$ cat src/design/dsmpwm_pkg.sv
// Shared types and constants for the three-channel delta-sigma PWM dither block.
// No dependencies; imported by the lane, merge and top-level modules.
package dsmpwm_pkg;

    // Default fixed-point split of a channel level
    localparam int FRACTION_BITS_DEF = 7;
    localparam int DUTY_BITS_DEF     = 8;
    localparam int NUM_LANES         = 3;

    // Request opcodes; the fourth code is unused and changes nothing
    typedef enum logic [1:0] {
        OP_TICK = 2'd0,
        OP_SET  = 2'd1,
        OP_OFF  = 2'd2
    } op_t;

    // Per-request strobes from the decoder to every lane
    typedef struct packed {
        logic tick;
        logic set;
        logic clear;
    } lane_ctrl_t;

    // Shared status bits carried next to the lane results
    typedef struct packed {
        logic counter_reset;
        logic dither_on;
    } status_t;

endpackage

$ cat src/design/dsmpwm_lane.sv
// One channel of the dither core: level store, fraction accumulator, duty pipeline.
// Depends on dsmpwm_pkg (lane_ctrl_t).
module dsmpwm_lane #(
    parameter int FRACTION_BITS = dsmpwm_pkg::FRACTION_BITS_DEF,
    parameter int DUTY_BITS     = dsmpwm_pkg::DUTY_BITS_DEF
) (
    input  logic                              aclk,
    input  logic                              aresetn,
    input  dsmpwm_pkg::lane_ctrl_t            ctrl,
    input  logic [DUTY_BITS+FRACTION_BITS-1:0] level,
    input  logic                              force_on,
    output logic [DUTY_BITS-1:0]              duty_next,
    output logic                              power_next
);
    import dsmpwm_pkg::*;

    localparam int LevelBits = DUTY_BITS + FRACTION_BITS;

    logic [LevelBits-1:0]     target_reg,  target_next;
    logic [FRACTION_BITS-1:0] accum_reg,   accum_next;
    logic [DUTY_BITS-1:0]     pending_reg, pending_next;
    logic [DUTY_BITS-1:0]     current_reg, current_next;
    logic                     power_reg,   power_next_int;

    logic [LevelBits-1:0]     level_sat;
    logic                     level_over;
    logic [FRACTION_BITS:0]   frac_sum;

    // Saturate: integer part all ones with a nonzero fraction is above the maximum
    assign level_over = (&level[LevelBits-1:FRACTION_BITS]) && (|level[FRACTION_BITS-1:0]);
    assign level_sat  = level_over ? {level[LevelBits-1:FRACTION_BITS], {FRACTION_BITS{1'b0}}}
                                   : level;

    // First-order delta-sigma: fraction plus accumulator, carry bumps the duty
    assign frac_sum = {1'b0, accum_reg} + {1'b0, target_reg[FRACTION_BITS-1:0]};

    // Next-state selection for this channel
    always_comb begin
        target_next    = target_reg;
        accum_next     = accum_reg;
        pending_next   = pending_reg;
        current_next   = current_reg;
        power_next_int = power_reg;
        priority if (ctrl.set) begin
            target_next    = level_sat;
            pending_next   = level_sat[LevelBits-1:FRACTION_BITS];
            current_next   = level_sat[LevelBits-1:FRACTION_BITS];
            power_next_int = (|level_sat) || force_on;
        end else if (ctrl.clear) begin
            target_next    = '0;
            pending_next   = '0;
            current_next   = '0;
            power_next_int = 1'b0;
        end else if (ctrl.tick) begin
            current_next = pending_reg;
            pending_next = target_reg[LevelBits-1:FRACTION_BITS]
                         + {{(DUTY_BITS-1){1'b0}}, frac_sum[FRACTION_BITS]};
            accum_next   = frac_sum[FRACTION_BITS-1:0];
        end
    end

    // Channel state registers
    always_ff @(posedge aclk) begin
        if (!aresetn) begin
            target_reg  <= '0;
            accum_reg   <= '0;
            pending_reg <= '0;
            current_reg <= '0;
            power_reg   <= 1'b0;
        end else begin
            target_reg  <= target_next;
            accum_reg   <= accum_next;
            pending_reg <= pending_next;
            current_reg <= current_next;
            power_reg   <= power_next_int;
        end
    end

    // Result of this request: state after the update
    assign duty_next  = current_next;
    assign power_next = power_next_int;

endmodule

$ cat src/design/dsmpwm_merge.sv
// Merging stage: gathers the lane results and status into one response,
// held in an output register with a skid register behind it. Depends on dsmpwm_pkg.
module dsmpwm_merge #(
    parameter int DUTY_BITS = dsmpwm_pkg::DUTY_BITS_DEF
) (
    input  logic                                              aclk,
    input  logic                                              aresetn,
    input  logic                                              in_valid,
    input  logic [dsmpwm_pkg::NUM_LANES-1:0][DUTY_BITS-1:0]   duty_in,
    input  logic [dsmpwm_pkg::NUM_LANES-1:0]                  power_in,
    input  dsmpwm_pkg::status_t                               status_in,
    output logic                                              in_ready,
    input  logic                                              m_ready,
    output logic                                              m_valid,
    output logic [dsmpwm_pkg::NUM_LANES-1:0][DUTY_BITS-1:0]   m_duty,
    output logic [dsmpwm_pkg::NUM_LANES-1:0]                  m_power,
    output dsmpwm_pkg::status_t                               m_status
);
    import dsmpwm_pkg::*;

    logic                                 out_valid_reg,  out_valid_next;
    logic [NUM_LANES-1:0][DUTY_BITS-1:0]  out_duty_reg,   out_duty_next;
    logic [NUM_LANES-1:0]                 out_power_reg,  out_power_next;
    status_t                              out_status_reg, out_status_next;
    logic                                 skid_valid_reg, skid_valid_next;
    logic [NUM_LANES-1:0][DUTY_BITS-1:0]  skid_duty_reg,  skid_duty_next;
    logic [NUM_LANES-1:0]                 skid_power_reg, skid_power_next;
    status_t                              skid_status_reg, skid_status_next;

    // Take a request whenever the skid slot is free
    assign in_ready = !skid_valid_reg;

    // Output and skid slot bookkeeping
    always_comb begin
        out_valid_next   = out_valid_reg;
        out_duty_next    = out_duty_reg;
        out_power_next   = out_power_reg;
        out_status_next  = out_status_reg;
        skid_valid_next  = skid_valid_reg;
        skid_duty_next   = skid_duty_reg;
        skid_power_next  = skid_power_reg;
        skid_status_next = skid_status_reg;
        if (out_valid_reg && m_ready) begin
            out_valid_next  = skid_valid_reg;
            out_duty_next   = skid_duty_reg;
            out_power_next  = skid_power_reg;
            out_status_next = skid_status_reg;
            skid_valid_next = 1'b0;
        end
        if (in_valid) begin
            if (!out_valid_next) begin
                out_valid_next  = 1'b1;
                out_duty_next   = duty_in;
                out_power_next  = power_in;
                out_status_next = status_in;
            end else begin
                skid_valid_next  = 1'b1;
                skid_duty_next   = duty_in;
                skid_power_next  = power_in;
                skid_status_next = status_in;
            end
        end
    end

    // Valid flags reset; payload does not need it
    always_ff @(posedge aclk) begin
        if (!aresetn) begin
            out_valid_reg  <= 1'b0;
            skid_valid_reg <= 1'b0;
        end else begin
            out_valid_reg  <= out_valid_next;
            skid_valid_reg <= skid_valid_next;
        end
    end

    always_ff @(posedge aclk) begin
        out_duty_reg    <= out_duty_next;
        out_power_reg   <= out_power_next;
        out_status_reg  <= out_status_next;
        skid_duty_reg   <= skid_duty_next;
        skid_power_reg  <= skid_power_next;
        skid_status_reg <= skid_status_next;
    end

    assign m_valid  = out_valid_reg;
    assign m_duty   = out_duty_reg;
    assign m_power  = out_power_reg;
    assign m_status = out_status_reg;

endmodule

$ cat src/design/three_channel_dsm_pwm_dither_top.sv
// Top level of the three-channel delta-sigma PWM dither block.
// Depends on dsmpwm_pkg, dsmpwm_lane and dsmpwm_merge.
//
// Usage:
//   Request channel (s_*): opcode plus three levels and three force bits.
//   Opcode tick advances the dither of every channel when dithering is on,
//   set stores new levels and starts dithering, off clears all channels (accumulators kept).
//   Response channel (m_*): one response per request with the three duty
//   values, power enables, a counter_reset pulse flag and the dither state.
//   Throughput: one request per cycle while s_ready is high; the three lanes
//   update in parallel and the output or skid register takes the merged result.
//   Stall: a two-entry output stage (output register plus skid register)
//   lets one more request in while a response waits; s_ready drops only
//   when both entries are full, and responses stay in order.
//   Reset: aresetn is synchronous and active low; all levels, accumulators,
//   duty values and enables go to zero, dithering is off, no response is
//   pending.
module three_channel_dsm_pwm_dither_top #(
    parameter int FRACTION_BITS = dsmpwm_pkg::FRACTION_BITS_DEF,
    parameter int DUTY_BITS     = dsmpwm_pkg::DUTY_BITS_DEF
) (
    input  logic                               aclk,
    input  logic                               aresetn,
    input  logic                               s_valid,
    output logic                               s_ready,
    input  logic [1:0]                         s_opcode,
    input  logic [DUTY_BITS+FRACTION_BITS-1:0] s_level_a,
    input  logic [DUTY_BITS+FRACTION_BITS-1:0] s_level_b,
    input  logic [DUTY_BITS+FRACTION_BITS-1:0] s_level_c,
    input  logic                               s_force_a,
    input  logic                               s_force_b,
    input  logic                               s_force_c,
    output logic                               m_valid,
    input  logic                               m_ready,
    output logic [DUTY_BITS-1:0]               m_duty_a,
    output logic [DUTY_BITS-1:0]               m_duty_b,
    output logic [DUTY_BITS-1:0]               m_duty_c,
    output logic                               m_power_a,
    output logic                               m_power_b,
    output logic                               m_power_c,
    output logic                               m_counter_reset,
    output logic                               m_dither_on
);
    import dsmpwm_pkg::*;

    localparam int LevelBits = DUTY_BITS + FRACTION_BITS;

    logic                                accept;
    op_t                                 op;
    lane_ctrl_t                          ctrl;
    logic                                dither_reg, dither_next;
    status_t                             status;
    logic [NUM_LANES-1:0][LevelBits-1:0] lane_level;
    logic [NUM_LANES-1:0]                lane_force;
    logic [NUM_LANES-1:0][DUTY_BITS-1:0] lane_duty;
    logic [NUM_LANES-1:0]                lane_power;
    logic [NUM_LANES-1:0][DUTY_BITS-1:0] out_duty;
    logic [NUM_LANES-1:0]                out_power;
    status_t                             out_status;

    assign accept = s_valid && s_ready;
    assign op     = op_t'(s_opcode);

    // Opcode decode into lane strobes and the dither enable update
    always_comb begin
        ctrl                 = '0;
        dither_next          = dither_reg;
        status.counter_reset = 1'b0;
        unique case (op)
            OP_TICK: begin
                ctrl.tick = accept && dither_reg;
            end
            OP_SET: begin
                ctrl.set             = accept;
                status.counter_reset = 1'b1;
                if (accept) begin
                    dither_next = 1'b1;
                end
            end
            OP_OFF: begin
                ctrl.clear           = accept;
                status.counter_reset = 1'b1;
                if (accept) begin
                    dither_next = 1'b0;
                end
            end
            default: begin
                ctrl = '0;
            end
        endcase
        status.dither_on = dither_next;
    end

    always_ff @(posedge aclk) begin
        if (!aresetn) begin
            dither_reg <= 1'b0;
        end else begin
            dither_reg <= dither_next;
        end
    end

    // Lane inputs
    assign lane_level[0] = s_level_a;
    assign lane_level[1] = s_level_b;
    assign lane_level[2] = s_level_c;
    assign lane_force[0] = s_force_a;
    assign lane_force[1] = s_force_b;
    assign lane_force[2] = s_force_c;

    // One dither lane per channel
    for (genvar i = 0; i < NUM_LANES; i++) begin : g_lane
        dsmpwm_lane #(
            .FRACTION_BITS (FRACTION_BITS),
            .DUTY_BITS     (DUTY_BITS)
        ) u_lane (
            .aclk       (aclk),
            .aresetn    (aresetn),
            .ctrl       (ctrl),
            .level      (lane_level[i]),
            .force_on   (lane_force[i]),
            .duty_next  (lane_duty[i]),
            .power_next (lane_power[i])
        );
    end

    // Merge lane results into the response register
    dsmpwm_merge #(
        .DUTY_BITS (DUTY_BITS)
    ) u_merge (
        .aclk      (aclk),
        .aresetn   (aresetn),
        .in_valid  (accept),
        .duty_in   (lane_duty),
        .power_in  (lane_power),
        .status_in (status),
        .in_ready  (s_ready),
        .m_ready   (m_ready),
        .m_valid   (m_valid),
        .m_duty    (out_duty),
        .m_power   (out_power),
        .m_status  (out_status)
    );

    assign m_duty_a        = out_duty[0];
    assign m_duty_b        = out_duty[1];
    assign m_duty_c        = out_duty[2];
    assign m_power_a       = out_power[0];
    assign m_power_b       = out_power[1];
    assign m_power_c       = out_power[2];
    assign m_counter_reset = out_status.counter_reset;
    assign m_dither_on     = out_status.dither_on;

    // A taken set request turns dithering on
    a_set_starts_dither: assert property (@(posedge aclk) disable iff (!aresetn)
        (accept && op == OP_SET) |=> dither_reg)
        else $error("dithering not started after set request");

    // A taken off request turns dithering off
    a_off_stops_dither: assert property (@(posedge aclk) disable iff (!aresetn)
        (accept && op == OP_OFF) |=> !dither_reg)
        else $error("dithering not stopped after off request");

    // Input side stalls only while a response is held
    a_stall_needs_response: assert property (@(posedge aclk) disable iff (!aresetn)
        !s_ready |-> m_valid)
        else $error("request stalled with no response pending");

    // After a taken request, m_valid is always high on the next cycle
    a_accept_gives_response: assert property (@(posedge aclk) disable iff (!aresetn)
        accept |=> m_valid)
        else $error("no response after taken request");

endmodule

$ cat config.mk
export PLATFORM = sky130hd
export DESIGN_NAME = three_channel_dsm_pwm_dither_top
export DESIGN_NICKNAME = d
export VERILOG_FILES = /design/src/design/dsmpwm_pkg.sv /design/src/design/dsmpwm_lane.sv /design/src/design/dsmpwm_merge.sv /design/src/design/three_channel_dsm_pwm_dither_top.sv
export SDC_FILE = /design/constraint.sdc
export NUM_CORES = 1
export LEC_CHECK = 0
export ABC_AREA = 1
export CORE_UTILIZATION = 40
export CTS_CLUSTER_DIAMETER = 120
export CTS_CLUSTER_SIZE = 20
export DETAILED_ROUTE_END_ITERATION = 16
export DONT_BUFFER_PORTS = 1
export MAX_ROUTING_LAYER = met4
export PLACE_DENSITY = 0.52
export SLEW_MARGIN = 25
export SYNTH_ARGS = -nofsm -noshare
export SYNTH_HDL_FRONTEND = slang
export SYNTH_HIERARCHICAL = 1
export SYNTH_SLANG_ARGS = --single-unit
$ cat constraint.sdc
create_clock -name aclk -period 4.9 [get_ports aclk]
set_input_delay 0.98 -clock aclk [delete_from_list [all_inputs] [get_ports aclk]]
set_output_delay 0.98 -clock aclk [all_outputs]
set_load 0.02 [all_outputs]
## Word-level counts from Yosys, hierarchy flattened

Cells that the tools add are included.

- Register bits: 178
- Output and inout port bits: 31

- Add/subtract/negate cells: 6
- Equality and inequality tests: 2
- Multiplexer cells: 52
- Bitwise gates (word level): 2
- Reductions and logical operators: 25

Operators with widths:

| cell | count |
|---|---|
| $mux 8 | 18 |
| $mux 24 | 3 |
| $mux 15 | 4 |
| $reduce_or 15->1 | 3 |
| $add 7x7->8 | 3 |
| $add 8x1->8 | 3 |
| $reduce_and 8->1 | 3 |
| $mux 7 | 3 |
| $reduce_or 7->1 | 3 |
| $mux 1 | 17 |
| $mux 3 | 3 |
| $logic_and 1x1->1 | 6 |
| $mux 2 | 3 |
| $logic_or 1x1->1 | 3 |
| $reduce_and 3->1 | 1 |
| $reduce_bool 3->1 | 1 |
| $eq 2x1->1 const B | 1 |
| $eq 2x2->1 const B | 1 |
| $logic_not 2->1 | 1 |
| $not 1->1 | 2 |
| $pmux 1 s2 | 1 |
| $reduce_and 2->1 | 1 |
| $reduce_bool 2->1 | 1 |
| $reduce_or 2->1 | 1 |
| $logic_not 1->1 | 1 |

## Longest topological paths before layout

Gate-level depths: netlist (run 1).

- Depth after elaboration: 9
- Mapped depth: 15
- Mapped depth without buffers: 15

## Cells and area by module

The synthesis (run 1) kept the hierarchy.

Modules (own cells, without submodules):

| module | instances | cells an instance | area an instance (µm²) |
|---|---|---|---|
| dsmpwm_lane at g_lane[0].u_lane ... | 2 | 311 | 2134.5 |
| dsmpwm_merge | 1 | 264 | 2363.5 |
| dsmpwm_lane at g_lane[2].u_lane | 1 | 311 | 2137.0 |
| three_channel_dsm_pwm_dither_top | 1 | 25 | 160.2 |

## Worst setup path before layout (run 1)

No wires, ideal clock.

- Kind: in2reg
- Start point: in s_opcode[0]
- End point: reg u_merge/skid_duty_reg[16] (netlist bit), data pin
- Library setup time: 0.266 ns
- Arrival: 2.438 ns
- Setup slack: 2.196 ns
- Cell stages on the path: 10
- Buffers on the path: 1
- Cells stage by stage: inv_1 ha_1 inv_1 nor2_1 nor2_8 inv_2 nor2_4 buf_6 nand2_1 nand3_2

RTL lines:

| item | line | text |
|---|---|---|
| from (decl) | three_channel_dsm_pwm_dither_top.sv:26 | `input logic [1:0] s_opcode,` |
| to (signal assigned) | dsmpwm_merge.sv:80 | `skid_duty_reg <= skid_duty_next;` |
| to (decl) | dsmpwm_merge.sv:26 | `logic [NUM_LANES-1:0][DUTY_BITS-1:0] skid_duty_reg, skid_duty_next;` |

## Worst setup path in the final report (run 1)

- Start point: reg g_lane[1].u_lane.target_reg[4]
- End point: reg g_lane[1].u_lane.pending_reg[6]

- Word-level cells in the longest chain between the ends: 5

Ends and longest elaborated chain:

| item | line | text |
|---|---|---|
| from (decl) | dsmpwm_lane.sv:19 | `logic [LevelBits-1:0] target_reg, target_next;` |
| from (signal assigned) | dsmpwm_lane.sv:71 | `target_reg <= target_next;` |
| $add 7x7->8 | dsmpwm_lane.sv:35 | `assign frac_sum = {1'b0, accum_reg} + {1'b0, target_reg[FRACTION_BITS-1:0]};` |
| $add 8x1->8 | dsmpwm_lane.sv:57 | `+ {{(DUTY_BITS-1){1'b0}}, frac_sum[FRACTION_BITS]};` |
| $mux 8 | dsmpwm_lane.sv:54 | `end else if (ctrl.tick) begin` |
| $mux 8 | dsmpwm_lane.sv:49 | `end else if (ctrl.clear) begin` |
| $mux 8 | dsmpwm_lane.sv:44 | `priority if (ctrl.set) begin` |
| to (signal assigned) | dsmpwm_lane.sv:73 | `pending_reg <= pending_next;` |
| to (decl) | dsmpwm_lane.sv:21 | `logic [DUTY_BITS-1:0] pending_reg, pending_next;` |

Every way passes these cells. The select of a mux whose other input is x is not followed.
A chain may end at the register's enable or synchronous reset.

==> results.json, run 1 <==
{
  "drt-initial-drc-count": 395,
  "grt-ovfl-total": 0,
  "critPathLaunchType": "register",
  "port_buffers": 0,
  "synth_top_flop_cell": "dfxtp_1",
  "hpwl_um": 15000,
  "place.gp.congestion": 0.823,
  "finalCriticalPeriod_ns": 2.63,
  "maxCapViolCount": 0,
  "h-tree-depth": 4,
  "cp_max_fo": 5,
  "reg2regPathDepth": 10,
  "track_usage_pct": 20.5,
  "synth_xor_area_share_pct": 0.294,
  "post-synth-top-area-cell": "dfxtp_1",
  "worstHoldStart": "g_lane[0].u_lane/target_reg[7]",
  "synth_top_area_share_pct": 33.4,
  "initial_core_util_pct": 40.9,
  "clockBufferDepth": 2,
  "core-area_um2": 21800,
  "diodes": 0,
  "grt_pass1_wl_um": 35500,
  "grt_max_degree": 71,
  "path_class": "register to register",
  "p_leak_uw": 0.00456,
  "synth_top_family_by_area": "simple AND/OR/NAND/NOR gates",
  "worst_hold_path.endpoint": "g_lane[0].u_lane/target_reg[7]",
  "synth-edff-count": 29,
  "period_share_pct": 53.7,
  "worstPathArrival_ns": 2.96,
  "relSlewSlack_pct": 42.7,
  "ff2ff_setup_slack_ns": 2.27,
  "seq_area_frac_synth_pct": 43.2,
  "route.vias.total": 7391,
  "largest_reg_flops": 45,
  "wl_um": 21700,
  "grt_setup_unrepaired": "no",
  "remaining_drc_errors": 0,
  "status": "completed",
  "finalSetupViolations": 0,
  "ys_top_cells_by_count": "nand2_1, dfxtp_1, inv_1",
  "fin_nets": 1287,
  "ant_nets": 0,
  "drv_slew": 0,
  "setup_ws_ns": 2.27,
  "cts_root_buffer": "clkbuf_16",
  "crit_required_ns": 5.23,
  "synthArstFlopShare_pct": 0,
  "cts_tree": "yes",
  "clock_latency_ns": 0.43,
  "dieArea_um2": 22900,
  "clock.fmax_mhz": 380,
  "synth_seq_cells": 178,
  "ctsHoldBuffers": 0,
  "syn2layout_area_growth_pct": 8.34,
  "hold_ws_ns": 0.467,
  "cts_resized": 0,
  "syn_inst": 1222,
  "endpoint_kind": "register",
  "synthAdderAreaFrac_pct": 4.88,
  "fin_tns_setup_ns": 0,
  "fin_area_um2": 9670,
  "synth-compound-area-share_pct": 8.32,
  "clock_sinks": 178,
  "placed_area_um2": 9040,
  "powerDensity_nw_per_um2": 352,
  "drive_gt1_share_pct": 7.75,
  "fin_worst_skew_ns": 0.00981,
  "synth.most_common_cell": "nand2_1",
  "synthesis.area_um2": 8930,
  "post-place-ws_ns": 1.84,
  "numCtsBuffers": 17,
  "chipHeight_um": 151,
  "ir_drop_v": 0.000194,
  "synthDistinctLibCells": 33,
  "worst_r2r_endpoint": "g_lane[1].u_lane/pending_reg[6]",
  "tightest_slew_ns": 0.849,
  "muxShareOfSynthArea_pct": 0,
  "drt_first_pass_iters": 5,
  "syn_area_per_cell_um2": 7.31,
  "yosys.area_share.simple_pct": 33.8,
  "r2r-start": "g_lane[1].u_lane/target_reg[4]",
  "clk_pin_slew_ns": 0.07,
  "hold_viol_final": 0,
  "vias_per_cell": 4.95,
  "die_w_um": 151,
  "num_io_pins": 85,
  "hold_class": "register to register",
  "syn_nets": 1309,
  "wire_per_inst_um": 14.5,
  "grt_pass1_vias": 6995,
  "cts_setup_buffers": 0,
  "rows": 54,
  "antenna_found_initial": 0,
  "synth-warning-count": 6,
  "hold_depth": 2,
  "synth_area_leaders": "dfxtp_1, nand2_1, edfxtp_1"
}
-- cells by family (layout without fill, tap and decap cells) --
| group | after synthesis | count (layout) |
|---|---|---|
| flops | 178 | 178 |
| simple gates | 676 | 676 |
| buf+inv | 192 | 183 |
| xor+xnor | 3 | 3 |
| compound gates | 140 | 140 |
| fa+ha+maj | 33 | 33 |
-- final cells by class --
type	count	area (um^2)
Fill cell	2289	12100
Multi-Input combinational cell	852	4230
Sequential cell	178	3850
Inverter	141	529
Clock buffer	19	433
Tap cell	280	350
Clock inverter	13	201
Timing Repair Buffer	10	75.1
-- critical path, cell delays in order (launching register included) --
cell,delay [ns]
dfxtp_1,0.32
ha_1,0.36
a21oi_1,0.12
o311ai_0,0.73
ha_1,0.30
ha_1,0.18
nand4_1,0.16
o21bai_1,0.17
nand3_1,0.09
nand2_1,0.06
inv_1,0.03
-- where the power goes --
part	internal, uW	switching, uW	leakage, uW
Combinational	93.2	186	0.00277
Sequential	1560	86.8	0.00149
Clock	868	612	0.000303
Total	2520	885	0.00456
-- through the flow --
step	total power, uW	instances	utilization [%]
after floorplan	1900	1222	-
after global placement	1960	1461	41.4
after detailed placement	1960	1461	41.4
after CTS	3460	1493	44.3
after global routing	3570	1493	44.3
final	3410	1493	44.3
-- cells in the final DEF (no fill, tap or decap), types with 3 or more instances in the layout --
cell / Yosys / routed
a21oi_1: 78 / 78
a31oi_1: 9 / 9
and2_0: 6 / 6
buf_4: 8 / 10
bufinv_16: 0 / 4
clkbuf_16: 0 / 17
clkinv_1: 3 / 3
dfxtp_1: 149 / 149
edfxtp_1: 29 / 29
fa_1: 3 / 3
ha_1: 30 / 30
inv_1: 129 / 129
inv_2: 9 / 9
inv_6: 0 / 3
nand2_1: 408 / 408
nand2_2: 6 / 6
nand3_1: 125 / 125
nand3_2: 24 / 24
nand4_1: 15 / 15
nor2_1: 71 / 70
nor2_4: 4 / 5
nor2_8: 3 / 3
nor3_1: 6 / 6
o211ai_1: 5 / 5
o21ai_0: 24 / 24
o21ai_1: 18 / 18
o21bai_1: 3 / 3
o311ai_0: 3 / 3
or2_2: 6 / 6
xor2_1: 3 / 3
-- how the worst max path moves through the flow --
stage | start | end | slack (ns) | cells after the start
3_5_place_dp | s_opcode[1] | u_merge/skid_duty_reg[2] | 1.84 | 9
4_1_cts | g_lane[1].u_lane/accum_reg[4] | g_lane[1].u_lane/pending_reg[6] | 2.22 | 10
2_1_floorplan | s_opcode[0] | u_merge/skid_duty_reg[16] | 2.20 | 10
6_report | g_lane[1].u_lane/target_reg[4] | g_lane[1].u_lane/pending_reg[6] | 2.27 | 10
3_3_place_gp | s_opcode[1] | u_merge/skid_duty_reg[2] | 1.86 | 9
5_1_grt | g_lane[1].u_lane/accum_reg[4] | g_lane[1].u_lane/pending_reg[6] | 2.08 | 10
-- layer usage --
metal	share of wire (%)	vias up	track usage, %
li1	-	3895	-
met1	48	3379	26.0
met2	47	108	33.3
met3	4.6	9	4.43
met4	0.54	0	4.65
met5	0	-	-
Power figures use the tool's default switching activity.
==> inputs of run 2 (changes only) <==
--- a/config.mk
+++ b/config.mk
@@ -5,14 +5,14 @@
 export SDC_FILE = /design/constraint.sdc
 export NUM_CORES = 1
 export LEC_CHECK = 0
-export ABC_AREA = 1
+export ABC_AREA = 0
 export CORE_UTILIZATION = 40
 export CTS_CLUSTER_DIAMETER = 120
 export CTS_CLUSTER_SIZE = 20
 export DETAILED_ROUTE_END_ITERATION = 16
 export DONT_BUFFER_PORTS = 1
 export MAX_ROUTING_LAYER = met4
-export PLACE_DENSITY = 0.52
+export PLACE_DENSITY = 0.54
 export SLEW_MARGIN = 25
 export SYNTH_ARGS = -nofsm -noshare
 export SYNTH_HDL_FRONTEND = slang
==> constraint.sdc (replaced) <==
create_clock -name aclk -period 2.3 [get_ports aclk]
set_input_delay 0.46 -clock aclk [delete_from_list [all_inputs] [get_ports aclk]]
set_output_delay 0.46 -clock aclk [all_outputs]
set_load 0.02 [all_outputs]
==> run 2 against run 1 <==
  * Non-clock buffer count increased by 37
  * Worst setup slack worse by 2.2 ns
  * Power increased by 120%
  * Clock skew fell by 0.0020 ns
  * Final area up 2.7%
  * Maximum frequency up 17%
  * Clock-buffer cell count is 1 higher
  * Sequential power grew 120%
==> results.json, run 2 <==
{
  "status": "completed",
  "die_w_um": 148,
  "initial_core_util_pct": 41.4,
  "final_common_cell": "dfxtp_1",
  "fillerInstances": 1883,
  "cp_max_fo": 6,
  "crit_top_cell": "ha_4",
  "finalSetupViolations": 0,
  "syn2layout_area_growth_pct": 17.1,
  "track_usage_pct": 19.7,
  "relSlewSlack_pct": 65.2,
  "ys_top_cells_by_count": "dfxtp_1, nand2_1, o21ai_0",
  "h-tree-depth": 4,
  "grt_pass1_vias": 6447,
  "grt_max_degree": 161,
  "grt.met3_usage_pct": 4.94,
  "met2_usage_pct": 31.1,
  "grt-ovfl-total": 0,
  "maxCapViolCount": 0,
  "seq_area_frac_synth_pct": 45.4,
  "hold_viol_final": 0,
  "muxShareOfSynthArea_pct": 11.4,
  "clk_pin_slew_ns": 0.07,
  "p_leak_uw": 0.00369,
  "ant_nets": 0,
  "drive_gt1_share_pct": 22.4,
  "vias_per_cell": 5.66,
  "worstPathArrival_ns": 2.60,
  "tightest_slew_ns": 0.516,
  "diodes": 0,
  "synth_top_family_by_area": "simple AND/OR/NAND/NOR gates",
  "p_total_uw": 7440,
  "clock_latency_ns": 0.43,
  "drt_first_pass_iters": 5,
  "clock_sinks": 178,
  "synth_top_area_share_pct": 35.1,
  "cts_root_buffer": "clkbuf_16",
  "clock.fmax_mhz": 446,
  "setup_ws_ns": 0.0602,
  "period_share_pct": 97.4,
  "fin_area_um2": 9940,
  "largest_reg_flops": 45,
  "remaining_drc_errors": 0,
  "synth_xor_area_share_pct": 1.86,
  "ff2ff_setup_slack_ns": 0.06,
  "placed_area_um2": 8970,
  "endpoint_kind": "register",
  "synth-compound-area-share_pct": 15.9,
  "finalCriticalPeriod_ns": 2.24,
  "chipHeight_um": 148,
  "final_cell_mix": "dfxtp_1, nand2_1, buf_4",
  "fin_nets": 948,
  "dieArea_um2": 21800,
  "synthArstFlopShare_pct": 0,
  "drt-initial-drc-count": 381,
  "use_met1_pct": 24.6,
  "drv_slew": 0,
  "syn_inst": 838,
  "crit_path_top_delay_cell": "a221o_1",
  "numCtsBuffers": 17,
  "r2r-start": "g_lane[2].u_lane/accum_reg[3]",
  "worstHoldStart": "s_level_a[3]",
  "ir_drop_v": 0.000477,
  "core-area_um2": 20500,
  "ctsHoldBuffers": 0,
  "synth-warning-count": 6,
  "synth_area_leaders": "dfxtp_1, edfxtp_1, mux2_2",
  "cts_tree": "yes",
  "grt_pass1_wl_um": 33000,
  "route.vias.total": 6473,
  "synth-edff-count": 29,
  "hpwl_um": 13900,
  "hold_class": "primary input to register",
  "crit_required_ns": 2.66,
  "num_io_pins": 85,
  "rows": 52,
  "synthesis.area_um2": 8490,
  "post-place-ws_ns": -0.141,
  "synth.most_common_cell": "dfxtp_1",
  "post-synth-top-area-cell": "dfxtp_1",
  "antenna_found_initial": 0,
  "powerDensity_nw_per_um2": 749,
  "top_usage_layer": "met2",
  "path_cells": "ha_4 > and3_4 > a221o_1 > o211ai_1 > nand2_1 > ha_4 > ha_4 > nand3_2 > xnor2_1 > o21ai_1 > a21oi_1",
  "dp.cells": 1106,
  "clockBufferDepth": 2,
  "fin_cells": 1144,
  "critPathMaxStageDelay_ns": 0.35,
  "synth_top_flop_cell": "dfxtp_1",
  "wire_per_inst_um": 17.8,
  "place.gp.congestion": 0.869,
  "critPathLaunchType": "register",
  "synthDistinctLibCells": 64,
  "synthAdderAreaFrac_pct": 5.13,
  "crit_start": "g_lane[2].u_lane/accum_reg[3]",
  "grt_setup_unrepaired": "yes",
  "syn_area_per_cell_um2": 10.1,
  "synth_seq_cells": 178,
  "port_buffers": 0,
  "wl_um": 20400,
  "syn_nets": 925,
  "path_class": "register to register",
  "yosys.area_share.simple_pct": 16.7,
  "fin_worst_skew_ns": 0.00786
}
[run 2: path summary, 6_finish.rpt]
| check | endpoint | depth (start not counted) |
|---|---|---|
| max reg2reg | g_lane[2].u_lane/pending_reg[4] | 11 |
| min reg2reg | g_lane[2].u_lane/target_reg[14] | 2 |
| max | g_lane[2].u_lane/pending_reg[4] | 11 |
| min | g_lane[0].u_lane/target_reg[3] | 1 |
[run 2: cells by family (layout without fill, tap and decap cells)]
kind of cell	Yosys count	count (layout)
AOI/OAI and AO/OA	200	200
xor gates and xnor gates	18	18
adders and majority gates	33	33
buffers and inverters	70	106
DFF	178	178
muxes	82	82
and+or+nand+nor	257	257
[run 2: cell type report]
class	instances	area [um^2]	share of cell area, %
clock inverters	12	190	1.91
repair buffers	47	390	3.93
clock buffers	20	478	4.81
multi-input cells	590	4560	45.9
flip-flops and latches	178	3870	39.0
inverters	27	105	1.06
well taps	270	338	3.40
[run 2: metal layers]
metal	share of wire, %	vias to the layer above	wire, um
li1	-	3131	-
met1	45	3169	9240
met2	48	149	9690
met3	5.5	24	1110
met4	1.7	0	337
met5	0	-	0
[run 2: critical path: cells and delay by family (launching register included)]
| kind | cells | cell delay [ns] |
|---|---|---|
| AOI/OAI and AO/OA | 4 | 0.74 |
| adders and majority gates | 3 | 0.62 |
| and+or+nand+nor | 3 | 0.35 |
| DFF | 1 | 0.34 |
| xor gates and xnor gates | 1 | 0.12 |
[run 2: repair_timing]
| action | 4_1_cts | 5_1_grt |
|---|---|---|
| buffers inserted | 2 | 4 |
| pin swaps | 14 | 25 |
| endpoints found under the setup margin | 13 | 20 |
| resized for setup | 22 | 33 |
[run 2: stage by stage]
stage	hold slack (ns)	setup TNS, ns	util [%]
4_1_cts	0.134	0	47.7
5_1_grt	0.140	-0.120	48.5
3_3_place_gp	0.454	-0.230	43.7
3_5_place_dp	0.464	-0.638	43.7
2_1_floorplan	0.445	0	-
6_report	0.151	0	48.5
[run 2: power by group]
group | internal [uW] | switching [uW]
clock | 1970 | 1290
sequential | 3340 | 215
combinational | 329 | 300
==> inputs of run 3 (changes only) <==
--- a/config.mk
+++ b/config.mk
@@ -16,5 +16,4 @@
 export SLEW_MARGIN = 25
 export SYNTH_ARGS = -nofsm -noshare
 export SYNTH_HDL_FRONTEND = slang
-export SYNTH_HIERARCHICAL = 1
 export SYNTH_SLANG_ARGS = --single-unit
==> run 3 against run 2 <==
  * Area after synthesis shrank 7.0%
  * Non-clock buffer count grew 4
  * Critical path depth grew 1
  * Wire length shrank 5.5%
  * Sequential power is essentially flat
  * Power shrank 2.3%
  * Hold slack gained 0.0024 ns
  * Clock skew grew 0.0031 ns
  * Critical endpoint is now g_lane[0].u_lane.pending_reg[4]
  * Largest cell class unchanged
==> results.json, run 3 <==
{
  "status": "completed",
  "cts_root_buffer": "clkbuf_16",
  "synth_top_area_share_pct": 37.8,
  "clock.fmax_mhz": 447,
  "fin_nets": 957,
  "ir_drop_v": 0.000603,
  "num_io_pins": 85,
  "placed_area_um2": 8380,
  "chipHeight_um": 142,
  "drv_slew": 0,
  "met2_usage_pct": 30.8,
  "setup_ws_ns": 0.0626,
  "relSlewSlack_pct": 58.5,
  "cp_max_fo": 3,
  "hold_class": "primary input to register",
  "initial_core_util_pct": 40.7,
  "largest_reg_flops": 45,
  "grt_max_degree": 59,
  "grt_setup_unrepaired": "yes",
  "hpwl_um": 13000,
  "crit_required_ns": 2.61,
  "vias_per_cell": 5.37,
  "p_leak_uw": 0.00372,
  "wl_um": 19300,
  "synthesis.area_um2": 7890,
  "wire_per_inst_um": 16.8,
  "rows": 51,
  "drive_gt1_share_pct": 15.9,
  "ctsHoldBuffers": 0,
  "critPathMaxStageDelay_ns": 0.34,
  "p_total_uw": 7270,
  "ff2ff_setup_slack_ns": 0.06,
  "synth_top_flop_cell": "dfxtp_1",
  "synth_seq_cells": 178,
  "path_cells": "ha_4 > a211oi_4 > o21ai_1 > nand3_1 > nand2b_1 > a21o_1 > ha_1 > ha_2 > nand3_1 > xnor2_1 > a21oi_1 > a21oi_1",
  "numCtsBuffers": 17,
  "synth.most_common_cell": "dfxtp_1",
  "drt-initial-drc-count": 384,
  "clockBufferDepth": 2,
  "synth_area_leaders": "dfxtp_1, edfxtp_1, a21oi_1",
  "clock_latency_ns": 0.44,
  "powerDensity_nw_per_um2": 782,
  "seq_area_frac_synth_pct": 48.8,
  "ys_top_cells_by_count": "dfxtp_1, a21oi_1, nor2_1",
  "clk_pin_slew_ns": 0.07,
  "port_buffers": 0,
  "fin_worst_skew_ns": 0.0109,
  "track_usage_pct": 20.1,
  "syn_nets": 933,
  "post-synth-top-area-cell": "dfxtp_1",
  "crit_path_top_delay_cell": "dfxtp_2",
  "use_met1_pct": 25.7,
  "finalCriticalPeriod_ns": 2.24,
  "worstPathArrival_ns": 2.55,
  "endpoint_kind": "register",
  "hold_viol_final": 0,
  "remaining_drc_errors": 0,
  "clock_sinks": 178,
  "path_class": "register to register",
  "drt_first_pass_iters": 5,
  "grt.met3_usage_pct": 4.91,
  "cts_tree": "yes",
  "top_usage_layer": "met2",
  "synthDistinctLibCells": 49,
  "path_delay_family": "compound AO/OA/AOI/OAI gates",
  "post-place-ws_ns": -0.123,
  "fin_area_um2": 9300,
  "tightest_slew_ns": 0.621,
  "grt_pass1_vias": 5792,
  "syn_area_per_cell_um2": 9.33,
  "synth-warning-count": 0,
  "grt_pass1_wl_um": 30300,
  "synth-edff-count": 29,
  "path_buf_inv": 0,
  "antenna_found_initial": 0,
  "die_w_um": 142,
  "maxCapViolCount": 0,
  "h-tree-depth": 4,
  "place.gp.congestion": 0.872,
  "ant_nets": 0,
  "final_cell_mix": "dfxtp_1, a21oi_1, nor2_1",
  "diodes": 0,
  "period_share_pct": 97.3,
  "critPathLaunchType": "register",
  "route.vias.total": 6166,
  "finalSetupViolations": 0,
  "grt-ovfl-total": 0,
  "dieArea_um2": 20300,
  "core-area_um2": 19400,
  "syn_inst": 846,
  "final_common_cell": "dfxtp_1",
  "synthArstFlopShare_pct": 0,
  "syn2layout_area_growth_pct": 17.8
}
[run 3: area by class of cell]
| type | instances | area [um^2] |
|---|---|---|
| Timing Repair Buffer | 51 | 433 |
| Clock buffer | 17 | 425 |
| Multi-Input combinational cell | 599 | 3950 |
| Sequential cell | 178 | 3860 |
| Inverter | 23 | 86.3 |
| Tap cell | 265 | 332 |
| Clock inverter | 15 | 213 |
| Fill cell | 1870 | 10100 |
[run 3: what timing repair did]
item / in CTS / in global routing
pin swaps: 9 / 29
setup buffers: 7 / 2
gates resized for setup: 13 / 34
cloned: 0 / 0
setup endpoints to repair: 19 / 19
[run 3: power by group]
| group | switching (uW) | internal [uW] |
|---|---|---|
| registers | 228 | 3350 |
| logic | 328 | 235 |
| clock network | 1370 | 1770 |
| total | 1920 | 5350 |
[run 3: layer usage]
metal  vias to the layer above  part of all wire, %
met5                         -                    0
met4                         0                  1.7
met3                        24                  5.7
met2                       149                   46
met1                      2929                   46
li1                       3064                    -
[run 3: worst paths after layout]
kind,from,to,cells after the start
worst min register to register,g_lane[1].u_lane.accum_reg[5],g_lane[1].u_lane.accum_reg[5],2
worst min-delay path,s_level_c[4],g_lane[2].u_lane.target_reg[4],2
worst max register to register,g_lane[0].u_lane.accum_reg[1],g_lane[0].u_lane.pending_reg[4],12
worst max-delay path,g_lane[0].u_lane.accum_reg[1],g_lane[0].u_lane.pending_reg[4],12
[run 3: cell families (layout without fill, tap and decap cells)]
kind of cell | Yosys count | after routing | synth area share [%]
multiplexers | 31 | 31 | 3.96
AO/OA/AOI/OAI | 246 | 246 | 18.7
XOR/XNOR | 18 | 18 | 2.00
buffers and inverters | 69 | 106 | 4.09
adder cells (fa/ha/maj) | 33 | 33 | 5.52
AND/OR/NAND/NOR | 271 | 271 | 16.9
flip-flops | 178 | 178 | 48.8
[run 3: worst register-to-register path, delay by kind of cell, from the launching register on]
kind | cells | cell delay (ns)
AO/OA/AOI/OAI | 5 | 0.78
adder cells (fa/ha/maj) | 3 | 0.66
flip-flops | 1 | 0.34
AND/OR/NAND/NOR | 3 | 0.27
XOR/XNOR | 1 | 0.06
[run 3: per-stage QoR]
stage	cells	util, %	TNS, ns	hold slack (ns)
6_report	1148	48.0	0	0.153
3_3_place_gp	1107	43.2	-0.490	0.444
3_5_place_dp	1107	43.2	-0.751	0.451
2_1_floorplan	846	-	0	0.436
5_1_grt	1148	48.0	-0.190	0.147
4_1_cts	1146	46.9	0	0.139
